$ cat src/ddar_pkg.sv
package ddar_pkg;

  localparam int COORD_BITS  = 6;
  localparam int DASH_LEN_W  = 6;
  localparam int DASH_CNT_W  = 7;
  localparam int COLOR_W     = 4;
  localparam int CFG_INDEX_W = 2;
  localparam int CFG_DATA_W  = 6;

  localparam logic [CFG_INDEX_W-1:0] CFG_DASH_LENGTH = CFG_INDEX_W'(0);
  localparam logic [CFG_INDEX_W-1:0] CFG_PIXEL_COLOR = CFG_INDEX_W'(1);

  localparam logic [DASH_LEN_W-1:0] DASH_LENGTH_RST = DASH_LEN_W'(3);
  localparam logic [COLOR_W-1:0]    PIXEL_COLOR_RST = COLOR_W'(15);

  typedef struct packed {
    logic [COORD_BITS-1:0] x_start;
    logic [COORD_BITS-1:0] y_start;
    logic [COORD_BITS-1:0] x_end;
    logic [COORD_BITS-1:0] y_end;
  } in_item_t;

  typedef struct packed {
    logic [COORD_BITS-1:0] pixel_x;
    logic [COORD_BITS-1:0] pixel_y;
    logic                  pen_down;
    logic [COLOR_W-1:0]    color_out;
    logic                  last;
  } out_item_t;

  // classified line command passed from front to back
  typedef struct packed {
    logic [COORD_BITS-1:0] x_start;
    logic [COORD_BITS-1:0] y_start;
    logic [COORD_BITS-1:0] adx;
    logic [COORD_BITS-1:0] ady;
    logic [COORD_BITS-1:0] step;
    logic                  x_neg;
    logic                  y_neg;
  } cmd_t;

  typedef enum logic [1:0] {
    BK_IDLE,
    BK_DIV,
    BK_WALK
  } back_state_t;

endpackage

$ cat src/dashed_dda_line_rasterizer.sv
// channel  direction  handshake            payload
// in       input      in_valid/in_ready    in_item   (line start and end point)
// out      output     out_valid/out_ready  out_item  (one position of the line)
// cfg      input      cfg_we               cfg_index, cfg_wdata (no read-back)
//
// a line of step = max(|dx|,|dy|) is drawn in order: the command is pulled from
// the queue, the divider is started, the shared radix-2 divider yields both
// increments to FRAC_BITS+1 quotient bits, the walker is loaded, then it gives
// one position a cycle (step+1 of them) while the output register is free or
// out_ready is high. reset is synchronous, active low; it empties the queue and
// restores the dash length and color. the queue keeps taking commands while the
// walker runs, and out_ready low only freezes the walker and its output register
module dashed_dda_line_rasterizer
  import ddar_pkg::*;
#(
  parameter int FRAC_BITS   = 16,
  parameter int GAP_LENGTH  = 5,
  parameter int QUEUE_DEPTH = 2
) (
  input  logic                   clk,
  input  logic                   rst_n,
  input  logic                   in_valid,
  output logic                   in_ready,
  input  in_item_t               in_item,
  output logic                   out_valid,
  input  logic                   out_ready,
  output out_item_t              out_item,
  input  logic                   cfg_we,
  input  logic [CFG_INDEX_W-1:0] cfg_index,
  input  logic [CFG_DATA_W-1:0]  cfg_wdata
);

  logic [DASH_LEN_W-1:0] dash_length_r, dash_length_nxt;
  logic [COLOR_W-1:0]    pixel_color_r, pixel_color_nxt;

  cmd_t front_cmd;
  cmd_t queue_cmd;
  logic q_full;
  logic q_empty;
  logic q_pop;

  // config registers, writes to unknown indexes fall through
  always_comb begin
    dash_length_nxt = dash_length_r;
    pixel_color_nxt = pixel_color_r;
    if (cfg_we) begin
      unique case (cfg_index)
        CFG_DASH_LENGTH: dash_length_nxt = cfg_wdata[DASH_LEN_W-1:0];
        CFG_PIXEL_COLOR: pixel_color_nxt = cfg_wdata[COLOR_W-1:0];
        default: begin
        end
      endcase
    end
  end

  always_ff @(posedge clk) begin
    if (!rst_n) begin
      dash_length_r <= DASH_LENGTH_RST;
      pixel_color_r <= PIXEL_COLOR_RST;
    end else begin
      dash_length_r <= dash_length_nxt;
      pixel_color_r <= pixel_color_nxt;
    end
  end

  // front: deltas, direction and step count of each command
  ddar_front u_front (
    .in_item (in_item),
    .cmd     (front_cmd)
  );

  // short queue decouples command intake from the walker
  ddar_fifo #(
    .DEPTH(QUEUE_DEPTH)
  ) u_fifo (
    .clk       (clk),
    .rst_n     (rst_n),
    .push      (in_valid),
    .push_data (front_cmd),
    .full      (q_full),
    .pop       (q_pop),
    .pop_data  (queue_cmd),
    .empty     (q_empty)
  );

  assign in_ready = !q_full;

  // back: increment division, then the dashed walk
  ddar_back #(
    .FRAC_BITS  (FRAC_BITS),
    .GAP_LENGTH (GAP_LENGTH)
  ) u_back (
    .clk         (clk),
    .rst_n       (rst_n),
    .cmd         (queue_cmd),
    .q_empty     (q_empty),
    .q_pop       (q_pop),
    .dash_length (dash_length_r),
    .pixel_color (pixel_color_r),
    .out_valid   (out_valid),
    .out_ready   (out_ready),
    .out_item    (out_item)
  );

endmodule

$ cat src/ddar_front.sv
module ddar_front
  import ddar_pkg::*;
(
  input  in_item_t in_item,
  output cmd_t     cmd
);

  logic [COORD_BITS-1:0] adx;
  logic [COORD_BITS-1:0] ady;
  logic                  x_neg;
  logic                  y_neg;

  assign x_neg = in_item.x_end < in_item.x_start;
  assign y_neg = in_item.y_end < in_item.y_start;
  assign adx   = x_neg ? in_item.x_start - in_item.x_end : in_item.x_end - in_item.x_start;
  assign ady   = y_neg ? in_item.y_start - in_item.y_end : in_item.y_end - in_item.y_start;

  always_comb begin
    cmd.x_start = in_item.x_start;
    cmd.y_start = in_item.y_start;
    cmd.adx     = adx;
    cmd.ady     = ady;
    cmd.step    = (adx > ady) ? adx : ady;
    cmd.x_neg   = x_neg;
    cmd.y_neg   = y_neg;
  end

endmodule

$ cat src/ddar_fifo.sv
module ddar_fifo
  import ddar_pkg::*;
#(
  parameter int DEPTH = 2
) (
  input  logic clk,
  input  logic rst_n,
  input  logic push,
  input  cmd_t push_data,
  output logic full,
  input  logic pop,
  output cmd_t pop_data,
  output logic empty
);

  localparam int AW = $clog2(DEPTH);
  localparam int CW = $clog2(DEPTH + 1);

  cmd_t            mem_r [DEPTH];
  logic [AW-1:0]   wr_ptr_r, wr_ptr_nxt;
  logic [AW-1:0]   rd_ptr_r, rd_ptr_nxt;
  logic [CW-1:0]   count_r, count_nxt;
  logic            do_push, do_pop;

  assign full     = count_r == CW'(DEPTH);
  assign empty    = count_r == '0;
  assign do_push  = push && !full;
  assign do_pop   = pop && !empty;
  assign pop_data = mem_r[rd_ptr_r];

  always_comb begin
    wr_ptr_nxt = wr_ptr_r;
    rd_ptr_nxt = rd_ptr_r;
    count_nxt  = count_r;
    if (do_push) begin
      wr_ptr_nxt = (wr_ptr_r == AW'(DEPTH - 1)) ? '0 : wr_ptr_r + AW'(1);
    end
    if (do_pop) begin
      rd_ptr_nxt = (rd_ptr_r == AW'(DEPTH - 1)) ? '0 : rd_ptr_r + AW'(1);
    end
    if (do_push && !do_pop) begin
      count_nxt = count_r + CW'(1);
    end else if (do_pop && !do_push) begin
      count_nxt = count_r - CW'(1);
    end
  end

  always_ff @(posedge clk) begin
    if (!rst_n) begin
      wr_ptr_r <= '0;
      rd_ptr_r <= '0;
      count_r  <= '0;
    end else begin
      wr_ptr_r <= wr_ptr_nxt;
      rd_ptr_r <= rd_ptr_nxt;
      count_r  <= count_nxt;
    end
  end

  always_ff @(posedge clk) begin
    if (do_push) begin
      mem_r[wr_ptr_r] <= push_data;
    end
  end

endmodule

$ cat src/ddar_div.sv
module ddar_div
  import ddar_pkg::*;
#(
  parameter int FRAC_BITS = 16
) (
  input  logic                  clk,
  input  logic                  rst_n,
  input  logic                  start,
  input  logic [COORD_BITS-1:0] adx,
  input  logic [COORD_BITS-1:0] ady,
  input  logic [COORD_BITS-1:0] step,
  input  logic                  x_neg,
  input  logic                  y_neg,
  output logic                  done,
  output logic [FRAC_BITS+1:0]  x_inc,
  output logic [FRAC_BITS+1:0]  y_inc
);

  localparam int INC_W = FRAC_BITS + 2;
  localparam int Q_W   = FRAC_BITS + 1;
  localparam int NW    = $clog2(Q_W);

  // remainders are kept pre-shifted for the next quotient bit
  logic [COORD_BITS:0]   x_rem_r, x_rem_nxt;
  logic [COORD_BITS:0]   y_rem_r, y_rem_nxt;
  logic [Q_W-1:0]        x_q_r, x_q_nxt;
  logic [Q_W-1:0]        y_q_r, y_q_nxt;
  logic [NW-1:0]         cnt_r, cnt_nxt;
  logic                  run_r, run_nxt;
  logic                  done_r, done_nxt;
  logic [COORD_BITS:0]   divisor;
  logic                  x_ge, y_ge;
  logic [COORD_BITS:0]   x_diff, y_diff;
  logic [COORD_BITS-1:0] x_left, y_left;
  logic [INC_W-1:0]      x_mag, y_mag;

  assign divisor = {1'b0, step};
  assign x_ge    = x_rem_r >= divisor;
  assign y_ge    = y_rem_r >= divisor;
  assign x_diff  = x_rem_r - divisor;
  assign y_diff  = y_rem_r - divisor;
  assign x_left  = x_ge ? x_diff[COORD_BITS-1:0] : x_rem_r[COORD_BITS-1:0];
  assign y_left  = y_ge ? y_diff[COORD_BITS-1:0] : y_rem_r[COORD_BITS-1:0];

  always_comb begin
    x_rem_nxt = x_rem_r;
    y_rem_nxt = y_rem_r;
    x_q_nxt   = x_q_r;
    y_q_nxt   = y_q_r;
    cnt_nxt   = cnt_r;
    run_nxt   = run_r;
    done_nxt  = 1'b0;
    if (start) begin
      x_rem_nxt = {1'b0, adx};
      y_rem_nxt = {1'b0, ady};
      x_q_nxt   = '0;
      y_q_nxt   = '0;
      cnt_nxt   = '0;
      run_nxt   = 1'b1;
    end else if (run_r) begin
      x_rem_nxt = {x_left, 1'b0};
      y_rem_nxt = {y_left, 1'b0};
      x_q_nxt   = {x_q_r[Q_W-2:0], x_ge};
      y_q_nxt   = {y_q_r[Q_W-2:0], y_ge};
      cnt_nxt   = cnt_r + NW'(1);
      if (cnt_r == NW'(Q_W - 1)) begin
        run_nxt  = 1'b0;
        done_nxt = 1'b1;
      end
    end
  end

  always_ff @(posedge clk) begin
    if (!rst_n) begin
      run_r  <= 1'b0;
      done_r <= 1'b0;
      cnt_r  <= '0;
    end else begin
      run_r  <= run_nxt;
      done_r <= done_nxt;
      cnt_r  <= cnt_nxt;
    end
  end

  always_ff @(posedge clk) begin
    x_rem_r <= x_rem_nxt;
    y_rem_r <= y_rem_nxt;
    x_q_r   <= x_q_nxt;
    y_q_r   <= y_q_nxt;
  end

  // zero-length line gets zero increments
  assign x_mag = (step == '0) ? '0 : {1'b0, x_q_r};
  assign y_mag = (step == '0) ? '0 : {1'b0, y_q_r};
  assign x_inc = x_neg ? INC_W'(0) - x_mag : x_mag;
  assign y_inc = y_neg ? INC_W'(0) - y_mag : y_mag;
  assign done  = done_r;

endmodule

$ cat src/ddar_back.sv
module ddar_back
  import ddar_pkg::*;
#(
  parameter int FRAC_BITS  = 16,
  parameter int GAP_LENGTH = 5
) (
  input  logic                  clk,
  input  logic                  rst_n,
  input  cmd_t                  cmd,
  input  logic                  q_empty,
  output logic                  q_pop,
  input  logic [DASH_LEN_W-1:0] dash_length,
  input  logic [COLOR_W-1:0]    pixel_color,
  output logic                  out_valid,
  input  logic                  out_ready,
  output out_item_t             out_item
);

  localparam int ACC_W = COORD_BITS + FRAC_BITS + 1;
  localparam int INC_W = FRAC_BITS + 2;
  localparam logic [ACC_W-1:0] HALF = ACC_W'(1) << (FRAC_BITS - 1);

  back_state_t           state_r, state_nxt;
  cmd_t                  cmd_r, cmd_nxt;
  logic [ACC_W-1:0]      x_acc_r, x_acc_nxt;
  logic [ACC_W-1:0]      y_acc_r, y_acc_nxt;
  logic [INC_W-1:0]      x_inc_r, x_inc_nxt;
  logic [INC_W-1:0]      y_inc_r, y_inc_nxt;
  logic [COORD_BITS-1:0] steps_r, steps_nxt;
  logic [DASH_CNT_W-1:0] dash_r, dash_nxt;
  logic                  pen_r, pen_nxt;
  logic                  out_valid_r, out_valid_nxt;
  out_item_t             out_item_r, out_item_nxt;
  // kick the divider in the cycle after the command is taken from the queue
  logic                  start_r;

  logic                  div_done;
  logic [INC_W-1:0]      div_x_inc, div_y_inc;
  logic                  fire;
  logic [ACC_W-1:0]      x_round, y_round;
  logic [DASH_CNT_W-1:0] lim, lim_gap;
  logic                  in_gap, gap_end;

  ddar_div #(
    .FRAC_BITS(FRAC_BITS)
  ) u_div (
    .clk   (clk),
    .rst_n (rst_n),
    .start (start_r),
    .adx   (cmd_r.adx),
    .ady   (cmd_r.ady),
    .step  (cmd_r.step),
    .x_neg (cmd_r.x_neg),
    .y_neg (cmd_r.y_neg),
    .done  (div_done),
    .x_inc (div_x_inc),
    .y_inc (div_y_inc)
  );

  assign fire    = (state_r == BK_WALK) && (!out_valid_r || out_ready);
  assign x_round = x_acc_r + HALF;
  assign y_round = y_acc_r + HALF;
  assign lim     = {1'b0, dash_length};
  assign lim_gap = lim + DASH_CNT_W'(GAP_LENGTH);
  assign in_gap  = (dash_r > lim) && (dash_r < lim_gap);
  assign gap_end = dash_r == lim_gap;

  always_comb begin
    state_nxt     = state_r;
    cmd_nxt       = cmd_r;
    x_acc_nxt     = x_acc_r;
    y_acc_nxt     = y_acc_r;
    x_inc_nxt     = x_inc_r;
    y_inc_nxt     = y_inc_r;
    steps_nxt     = steps_r;
    dash_nxt      = dash_r;
    pen_nxt       = pen_r;
    out_item_nxt  = out_item_r;
    out_valid_nxt = out_valid_r && !out_ready;
    q_pop         = 1'b0;
    unique case (state_r)
      BK_IDLE: begin
        if (!q_empty) begin
          q_pop     = 1'b1;
          cmd_nxt   = cmd;
          state_nxt = BK_DIV;
        end
      end
      BK_DIV: begin
        // the divider starts on the first cycle here, then signals done
        if (div_done) begin
          x_acc_nxt = ACC_W'({cmd_r.x_start, {FRAC_BITS{1'b0}}});
          y_acc_nxt = ACC_W'({cmd_r.y_start, {FRAC_BITS{1'b0}}});
          x_inc_nxt = div_x_inc;
          y_inc_nxt = div_y_inc;
          steps_nxt = cmd_r.step;
          dash_nxt  = '0;
          pen_nxt   = 1'b1;
          state_nxt = BK_WALK;
        end
      end
      BK_WALK: begin
        if (fire) begin
          out_valid_nxt          = 1'b1;
          out_item_nxt.pixel_x   = x_round[FRAC_BITS +: COORD_BITS];
          out_item_nxt.pixel_y   = y_round[FRAC_BITS +: COORD_BITS];
          out_item_nxt.pen_down  = pen_r;
          out_item_nxt.color_out = pen_r ? pixel_color : '0;
          out_item_nxt.last      = steps_r == '0;
          if (steps_r == '0) begin
            state_nxt = BK_IDLE;
          end else begin
            steps_nxt = steps_r - COORD_BITS'(1);
            x_acc_nxt = x_acc_r + {{(ACC_W - INC_W){x_inc_r[INC_W-1]}}, x_inc_r};
            y_acc_nxt = y_acc_r + {{(ACC_W - INC_W){y_inc_r[INC_W-1]}}, y_inc_r};
            if (in_gap) begin
              dash_nxt = dash_r + DASH_CNT_W'(1);
              pen_nxt  = 1'b0;
            end else if (gap_end) begin
              dash_nxt = '0;
              pen_nxt  = 1'b0;
            end else begin
              dash_nxt = dash_r + DASH_CNT_W'(1);
              pen_nxt  = 1'b1;
            end
          end
        end
      end
      default: begin
        state_nxt = BK_IDLE;
      end
    endcase
  end

  always_ff @(posedge clk) begin
    if (!rst_n) begin
      state_r     <= BK_IDLE;
      out_valid_r <= 1'b0;
      start_r     <= 1'b0;
    end else begin
      state_r     <= state_nxt;
      out_valid_r <= out_valid_nxt;
      start_r     <= q_pop;
    end
  end

  always_ff @(posedge clk) begin
    cmd_r      <= cmd_nxt;
    x_acc_r    <= x_acc_nxt;
    y_acc_r    <= y_acc_nxt;
    x_inc_r    <= x_inc_nxt;
    y_inc_r    <= y_inc_nxt;
    steps_r    <= steps_nxt;
    dash_r     <= dash_nxt;
    pen_r      <= pen_nxt;
    out_item_r <= out_item_nxt;
  end

  assign out_valid = out_valid_r;
  assign out_item  = out_item_r;

endmodule

$ cat config.mk
export PLATFORM = sky130hd
export DESIGN_NAME = dashed_dda_line_rasterizer
export DESIGN_NICKNAME = d
export VERILOG_FILES = /design/src/ddar_pkg.sv /design/src/dashed_dda_line_rasterizer.sv /design/src/ddar_front.sv /design/src/ddar_fifo.sv /design/src/ddar_div.sv /design/src/ddar_back.sv
export SDC_FILE = /design/constraint.sdc
export NUM_CORES = 1
export LEC_CHECK = 0
export BUFFER_PORTS_ARGS = -buffer_cell sky130_fd_sc_hd__buf_2
export CORE_MARGIN = 2
export CORE_UTILIZATION = 60
export CTS_CLUSTER_SIZE = 40
export DETAILED_ROUTE_END_ITERATION = 10
export PLACE_DENSITY = 0.78
export SLEW_MARGIN = 20
export SYNTH_ARGS = -nofsm -noshare
export SYNTH_HDL_FRONTEND = slang
export SYNTH_SLANG_ARGS = --single-unit
$ cat constraint.sdc
create_clock -name clk -period 7.4 [get_ports clk]
set_clock_uncertainty 0.05 [all_clocks]
set_input_delay 1.48 -clock clk [delete_from_list [all_inputs] [get_ports clk]]
set_output_delay 1.48 -clock clk [all_outputs]
set_load 0.1 [all_outputs]
==> flow_metrics.py, run 1 <==
metrics = {
    "logic_synthesis": {
        "synth_nets": 1476,
        "yosys_warnings": 0,
        "netlist_instances": 1325,
        "synth_largest_area_cell": "edfxtp_1",
        "yosysTopAreaCellShare": 0.438,
        "netlist_area_um2": 15100,
        "synth-edff-count": 220,
        "synth_area_leaders": "edfxtp_1, ha_1, dfxtp_1, mux2i_1, nor2_1",
        "synth_seq_area_share": 0.519,
        "ys_ff_latch": 281,
        "async_reset_ff_frac": 0,
        "syn_area_per_cell_um2": 11.4,
        "ys.flop_type": "edfxtp_1",
        "synth_cell_types": 58,
    },
    "floorplan": {
        "dieArea_um2": 26400,
        "die_w_um": 163,
        "initial_core_util": 0.606,
        "coreArea_um2": 24900,
        "dieHeight_um": 163,
        "io_pins": 57,
        "row_count": 58,
    },
    "cells_and_area": {
        "synthToLayoutAreaGrowth_pct": 10.8,
        "final_util": 0.671,
        "layout_common_cells": "edfxtp_1, nor2_1, ha_1, inv_1, a21oi_1",
        "drive_gt1_frac": 0.127,
        "final_area_um2": 16700,
        "final_nets": 1526,
        "final_common_cell": "edfxtp_1",
        "antenna_cells": 0,
        "n_fill_cell": 1810,
    },
    "detailed_routing": {
        "vias": 10000,
        "avgViaCountPerCell": 5.79,
        "drt_iter0_drc": 767,
        "first_pass_iters": 7,
        "ant_nets": 0,
        "drc": 0,
        "wire_per_inst_um": 16.7,
        "routed_wl_mm": 28.8,
    },
    "place": {
        "place_congestion": 0.879,
        "post-dp-hpwl_mm": 19.9,
        "portBuffers": 56,
        "placed_area_um2": 15700,
        "place_ws_ns": 1.77,
    },
    "global_routing": {
        "antenna_found_initial": 0,
        "gr-usage-all-layers": 0.220,
        "grt_max_degree": 48,
        "grt_pass1_vias": 9798,
        "grt_overflow": 0,
        "grt_first_pass_wirelength_mm": 47.7,
    },
    "clocking": {
        "cts_setup_buffers": 0,
        "cts_made_buffers": 30,
        "htreeDepth": 1,
        "clock_sinks": 281,
        "clock_path_buffers": 3,
        "hold_buffers": 0,
        "cts_tree": "done",
        "cts-root-buf": "clkbuf_16",
        "clk_pin_slew_ns": 0.06,
        "cts_resized": 0,
        "worstSkewPairLatency_ns": 0.56,
    },
    "setup_path": {
        "critPathKind": "input pin to flip-flop",
        "cp_max_fo": 10,
        "path_cells": "buf_2 -> inv_1 -> ha_1 -> inv_1 -> fa_1 -> a21o_1 -> a21oi_1 -> o21ai_1 -> a211oi_1 -> a21oi_1 -> xnor2_1 -> ha_1 -> nand3_1 -> nor2_1 -> o31a_1 -> o22ai_1 -> mux2_2",
        "worst_path_max_delay_cell": "o22ai_1",
        "cp.arrival_ns": 5.36,
        "startpoint_type": "input pin",
        "cp-end-kind": "flip-flop",
        "crit_required_ns": 7.64,
        "timing.critical_path.from": "in_item[0]",
        "crit_path_max_incr_delay_ns": 0.62,
        "r2r-start": "u_back.y_inc_r[0]",
    },
    "hold_path": {
        "hp-start": "pixel_color_r[3]",
        "hold_class": "flip-flop to flip-flop",
    },
    "timing": {
        "period_share": 0.691,
        "setup_ws_ns": 2.29,
        "clock.fmax_mhz": 196,
        "max_slew_margin": 0.333,
        "hold_viol": 0,
        "worst_slew_pin_slew_ns": 1.00,
        "setup_viol": 0,
        "rsz0062_at_grt": "false",
        "setup_tns_ns": 0,
        "drv_slew": 0,
        "post-route-min-period_ns": 5.11,
    },
    "job": {
        "max-cap-violations": 0,
    },
    "power": {
        "clkPwrFrac": 0.276,
        "p_total_mw": 5.51,
        "p_sw_frac": 0.312,
        "p_per_area_nw_per_um2": 329,
        "leakage_nw": 6.67,
        "seq_power_share": 0.416,
        "comb_power_share": 0.308,
        "switchingPower_mw": 1.72,
        "peakVddDrop_uv": 185,
        "p_int_mw": 3.79,
    },
    "outcome": {
        "status": "completed",
    },
}
==> area by class of cell <==
class	count	area (um^2)	area share
sequential	281	7830	0.468
multi-input combinational	917	6800	0.407
tap	330	413	0.0247
clock buffer	35	779	0.0466
inverter	79	297	0.0177
timing repair buffer	66	355	0.0213
clock inverter	21	235	0.0141
==> stage by stage <==
step	hold slack, ns	std cells
after floorplan	0.386	1325
after global placement	0.400	1673
after detailed placement	0.407	1673
after CTS	0.423	1729
after global routing	0.452	1729
final	0.415	1729
==> logic make-up after synthesis <==
family,share of synthesized area
AO/OA/AOI/OAI,0.113
XOR/XNOR,0.0575
adder cells (fa/ha/maj),0.0986
buffers and inverters,0.0316
flip-flops,0.519
multiplexers,0.0642
AND/OR/NAND/NOR,0.116
==> layer usage <==
metal	track usage	vias to the layer above	routed length (um)
met5	0	-	0
met4	0.0603	0	541
met3	0.0321	52	1460
met2	0.367	250	13600
met1	0.304	4772	13200
li1	-	4945	-
==> registers in the layout, indices dropped and copies added, names as in the netlist, 17 cells and up <==
name and cells:
u_back.out_item 18, u_back.x_acc_r 22, u_back.cmd_r 32, u_back.u_div.x_q_r 17
u_back.u_div.y_q_r 17, u_fifo.mem_r 64, u_back.y_acc_r 22, u_back.x_inc_r 18
u_back.y_inc_r 18
==> cell usage after synthesis (3+ instances only) <==
| cell type | number |
|---|---|
| mux2i_1 | 54 |
| o21ai_0 | 45 |
| a311oi_1 | 4 |
| o21bai_1 | 9 |
| or3_4 | 6 |
| clkbuf_1 | 47 |
| inv_1 | 78 |
| xnor2_1 | 53 |
| xor2_1 | 46 |
| mux2_2 | 38 |
| nand2b_1 | 6 |
| a21oi_1 | 73 |
| or2_2 | 3 |
| dfxtp_1 | 61 |
| nor2b_1 | 22 |
| nor4_1 | 4 |
| nand2_1 | 69 |
| edfxtp_1 | 220 |
| a21o_1 | 22 |
| nor3_1 | 8 |
| o2111ai_1 | 13 |
| o211ai_1 | 7 |
| nor3b_1 | 6 |
| fa_1 | 8 |
| o311a_1 | 5 |
| and3_1 | 25 |
| or3_1 | 5 |
| nor2_1 | 132 |
| a211oi_1 | 8 |
| ha_1 | 106 |
| a211o_1 | 13 |
| nand3_1 | 25 |
| nand4_1 | 16 |
| a21boi_0 | 4 |
| and2_1 | 18 |
| a31oi_1 | 12 |
| o21a_1 | 9 |
| o41ai_1 | 3 |
| o31ai_1 | 13 |
==> path summary, 6_finish.rpt <==
kind	to	slack (ns)	depth (start not counted)
hold / removal	pixel_color_r[3]	0.42	2
setup reg to reg	u_back.y_acc_r[16]	4.24	9
hold reg to reg	pixel_color_r[3]	0.42	2
setup / recovery	u_fifo.mem_r[1][4]	2.29	17
==> critical path, delay by kind of cell <==
| kind | cells | cell delay (ns) |
|---|---|---|
| AOI/OAI and AO/OA | 7 | 1.90 |
| xor gates and xnor gates | 1 | 0.32 |
| adders and majority gates | 3 | 0.83 |
| buffers and inverters | 3 | 0.22 |
| muxes | 1 | 0.42 |
| and+or+nand+nor | 2 | 0.16 |
==> power groups by stage <==
stage          clock network (mW)  logic (mW)  registers, mW
6_report                     1.52        1.69           2.29
4_1_cts                      1.55        1.69           2.29
5_1_grt                      1.61        1.89           2.32
2_1_floorplan                   0        1.40           2.21
3_5_place_dp                    0        1.66           2.32
3_3_place_gp                    0        1.60           2.31
Power figures use the tool's default switching activity.
==> run 2: changes to the inputs <==
--- a/config.mk
+++ b/config.mk
@@ -5,6 +5,7 @@
 export SDC_FILE = /design/constraint.sdc
 export NUM_CORES = 1
 export LEC_CHECK = 0
+export ABC_AREA = 1
 export BUFFER_PORTS_ARGS = -buffer_cell sky130_fd_sc_hd__buf_2
 export CORE_MARGIN = 2
 export CORE_UTILIZATION = 60
==> constraint.sdc (replaced) <==
create_clock -name clk -period 4.93 [get_ports clk]
set_clock_uncertainty 0.05 [all_clocks]
set_input_delay 0.986 -clock clk [delete_from_list [all_inputs] [get_ports clk]]
set_output_delay 0.986 -clock clk [all_outputs]
set_load 0.1 [all_outputs]
==> run 2 against run 1 <==
Combinational power rose by 54%. Worst setup slack got worse by 0.76 ns. Wire length rose by 15%. Via count grew 24%. Critical path type unchanged. Final cell count is 36% higher. Synthesized cell count rose by 45%. Clock power up 41%. Total power grew 48%. Clock-buffer cell count is 2 lower.
==> flow_metrics.py, run 2 <==
metrics = {
    "clocking": {
        "clock_path_buffers": 3,
        "clock_sinks": 281,
        "worstSkewPairLatency_ns": 0.55,
        "cts_setup_buffers": 0,
        "cts_tree": "done",
        "cts_made_buffers": 29,
        "clk_pin_slew_ns": 0.06,
        "htreeDepth": 1,
        "hold_buffers": 0,
        "cts-root-buf": "clkbuf_16",
        "cts_resized": 0,
    },
    "timing": {
        "clock.fmax_mhz": 294,
        "timing.hold.ws_ns": 0.414,
        "setup_tns_ns": 0,
        "post-route-min-period_ns": 3.40,
        "rsz0062_at_grt": "false",
        "hold_viol": 0,
        "drv_slew": 0,
        "period_share": 0.690,
        "worst_slew_pin_slew_ns": 1.01,
        "setup_viol": 0,
        "max_slew_margin": 0.325,
    },
    "hold_path": {
        "min_to": "pixel_color_r[1]",
        "hp-start": "pixel_color_r[1]",
        "whs_path_depth": 2,
        "hold_class": "flip-flop to flip-flop",
    },
    "place": {
        "portBuffers": 56,
        "place_congestion": 0.909,
        "post-dp-hpwl_mm": 24.4,
    },
    "setup_path": {
        "r2r-start": "u_back.state_r[1]",
        "crit_required_ns": 5.16,
        "cp-end-kind": "flip-flop",
        "worstRegToRegCells": 8,
        "timing.rr.end": "u_back.x_acc_r[15]",
        "path_cells": "buf_2 -> inv_1 -> ha_1 -> inv_1 -> fa_1 -> nand4_1 -> nand3_2 -> inv_1 -> o21ai_0 -> nand2_1 -> inv_1 -> ha_1 -> nand2_1 -> nor2_1 -> o21ai_0 -> o211ai_1 -> nand2_1 -> inv_1 -> o21ai_0",
        "critPathMostFrequentCell": "inv_1",
        "cp.arrival_ns": 3.63,
        "cp_max_fo": 8,
        "critPathKind": "input pin to flip-flop",
        "worst_path_max_delay_cell": "fa_1",
        "startpoint_type": "input pin",
        "crit_path_max_incr_delay_ns": 0.43,
        "r2r_setup_slack_ns": 1.96,
    },
    "logic_synthesis": {
        "netlist_instances": 1921,
        "ys_ff_latch": 281,
        "synth_cell_types": 41,
        "synth_common_cells": "nand2_1, inv_1, edfxtp_1, nor2_1, nand3_1",
        "yosysTopAreaCellShare": 0.409,
        "synth_seq_area_share": 0.484,
        "async_reset_ff_frac": 0,
        "yosys_warnings": 0,
        "synth_largest_area_cell": "edfxtp_1",
        "synth_area_leaders": "edfxtp_1, nand2_1, ha_1, dfxtp_1, inv_1",
        "netlist_area_um2": 16200,
        "synth-edff-count": 220,
        "ys.flop_type": "edfxtp_1",
        "syn_area_per_cell_um2": 8.41,
        "synthMostInstantiatedCell": "nand2_1",
        "synth_nets": 2072,
    },
    "power": {
        "leakage_nw": 8.22,
        "peakVddDrop_uv": 288,
        "p_per_area_nw_per_um2": 461,
    },
    "global_routing": {
        "grt_util_met1": 0.317,
        "grtUsageMet2": 0.411,
        "antenna_found_initial": 0,
        "grt_pass1_vias": 12100,
        "grt_max_degree": 53,
        "grt-busiest-layer": "met2",
        "grt_first_pass_wirelength_mm": 55.6,
        "gr-usage-all-layers": 0.239,
        "use_met3": 0.0343,
        "grt_overflow": 0,
    },
    "floorplan": {
        "row_count": 60,
        "dieHeight_um": 168,
        "io_pins": 57,
        "die_w_um": 168,
        "coreArea_um2": 26700,
        "initial_core_util": 0.605,
        "dieArea_um2": 28300,
    },
    "job": {
        "max-cap-violations": 0,
    },
    "detailed_routing": {
        "drt_iter0_drc": 930,
        "vias": 12500,
        "drc": 0,
        "routed_wl_mm": 33.2,
        "ant_nets": 0,
        "wire_per_inst_um": 14.2,
        "first_pass_iters": 5,
        "avgViaCountPerCell": 5.31,
    },
    "outcome": {
        "status": "completed",
    },
    "cells_and_area": {
        "final_common_cell": "nand2_1",
        "synthToLayoutAreaGrowth_pct": 9.56,
        "reg_top3": "u_fifo.mem_r (64), u_back.cmd_r (32)",
        "antenna_cells": 0,
        "final_nets": 2131,
        "largest_reg_flops": 64,
        "top_register": "u_fifo.mem_r",
        "drive_gt1_frac": 0.0784,
        "n_fill_cell": 2118,
        "layout_common_cells": "nand2_1, inv_1, edfxtp_1, nor2_1, nand3_1",
    },
}
run 2: cell types whose count changed after synthesis, sizes merged, moves of 29 or more:
cell	delta
nand2	+553
inv	+216
nand3	+92
mux2i	-54
mux2	-38
xnor2	-31
o21ai	+29
o22ai	+29
run 2: kinds of logic after synthesis:
family | after synthesis | share of synthesized area
simple gates | 917 | 0.234
buf+inv | 334 | 0.0796
fa+ha+maj | 114 | 0.0920
flops | 281 | 0.484
compound gates | 214 | 0.0767
xor+xnor | 61 | 0.0331
run 2: cell type report:
class | instances | area [um^2] | area share
Sequential cell | 281 | 7830 | 0.442
Multi-Input combinational cell | 1306 | 7060 | 0.399
Inverter | 296 | 1110 | 0.0628
Clock buffer | 33 | 741 | 0.0418
Tap cell | 341 | 427 | 0.0241
Timing Repair Buffer | 66 | 355 | 0.0201
Clock inverter | 20 | 188 | 0.0106
run 2: worst max path at each step:
stage / endpoint / from / depth (start not counted)
2_1_floorplan: u_back.dash_r[0] / out_ready / 4
3_3_place_gp: u_fifo.mem_r[0][3] / in_item[0] / 19
3_5_place_dp: u_fifo.mem_r[1][3] / in_item[6] / 19
4_1_cts: u_fifo.mem_r[0][3] / in_item[6] / 19
5_1_grt: u_fifo.mem_r[1][5] / in_item[0] / 16
6_report: u_fifo.mem_r[0][3] / in_item[6] / 19
run 2: stage by stage:
stage	instances	cell area, um^2	setup slack (ns)	power [mW]	utilization
floorplan	1921	16200	1.21	5.44	-
global placement	2290	16800	1.06	5.94	0.628
detailed placement	2290	16800	0.987	6.04	0.628
CTS	2343	17700	1.55	8.20	0.662
global route	2343	17700	1.19	8.70	0.662
finish	2343	17700	1.53	8.17	0.662
run 2: routing by layer:
layer / vias to the layer above / wire [um]
met3: 62 / 1680
met2: 288 / 15700
met5: - / 0
met4: 0 / 786
met1: 5729 / 15000
li1: 6374 / -
run 2: critical path, delay by kind of cell:
family	cells	cell delay (ns)
adders and majority gates	3	0.83
AOI/OAI and AO/OA	4	0.45
and+or+nand+nor	6	0.72
buffers and inverters	6	0.65
run 2: power by group:
group          switching [mW]  internal (mW)
Sequential              0.240           3.17
Combinational            1.71          0.896
Clock                   0.913           1.24
Total                    2.86           5.30
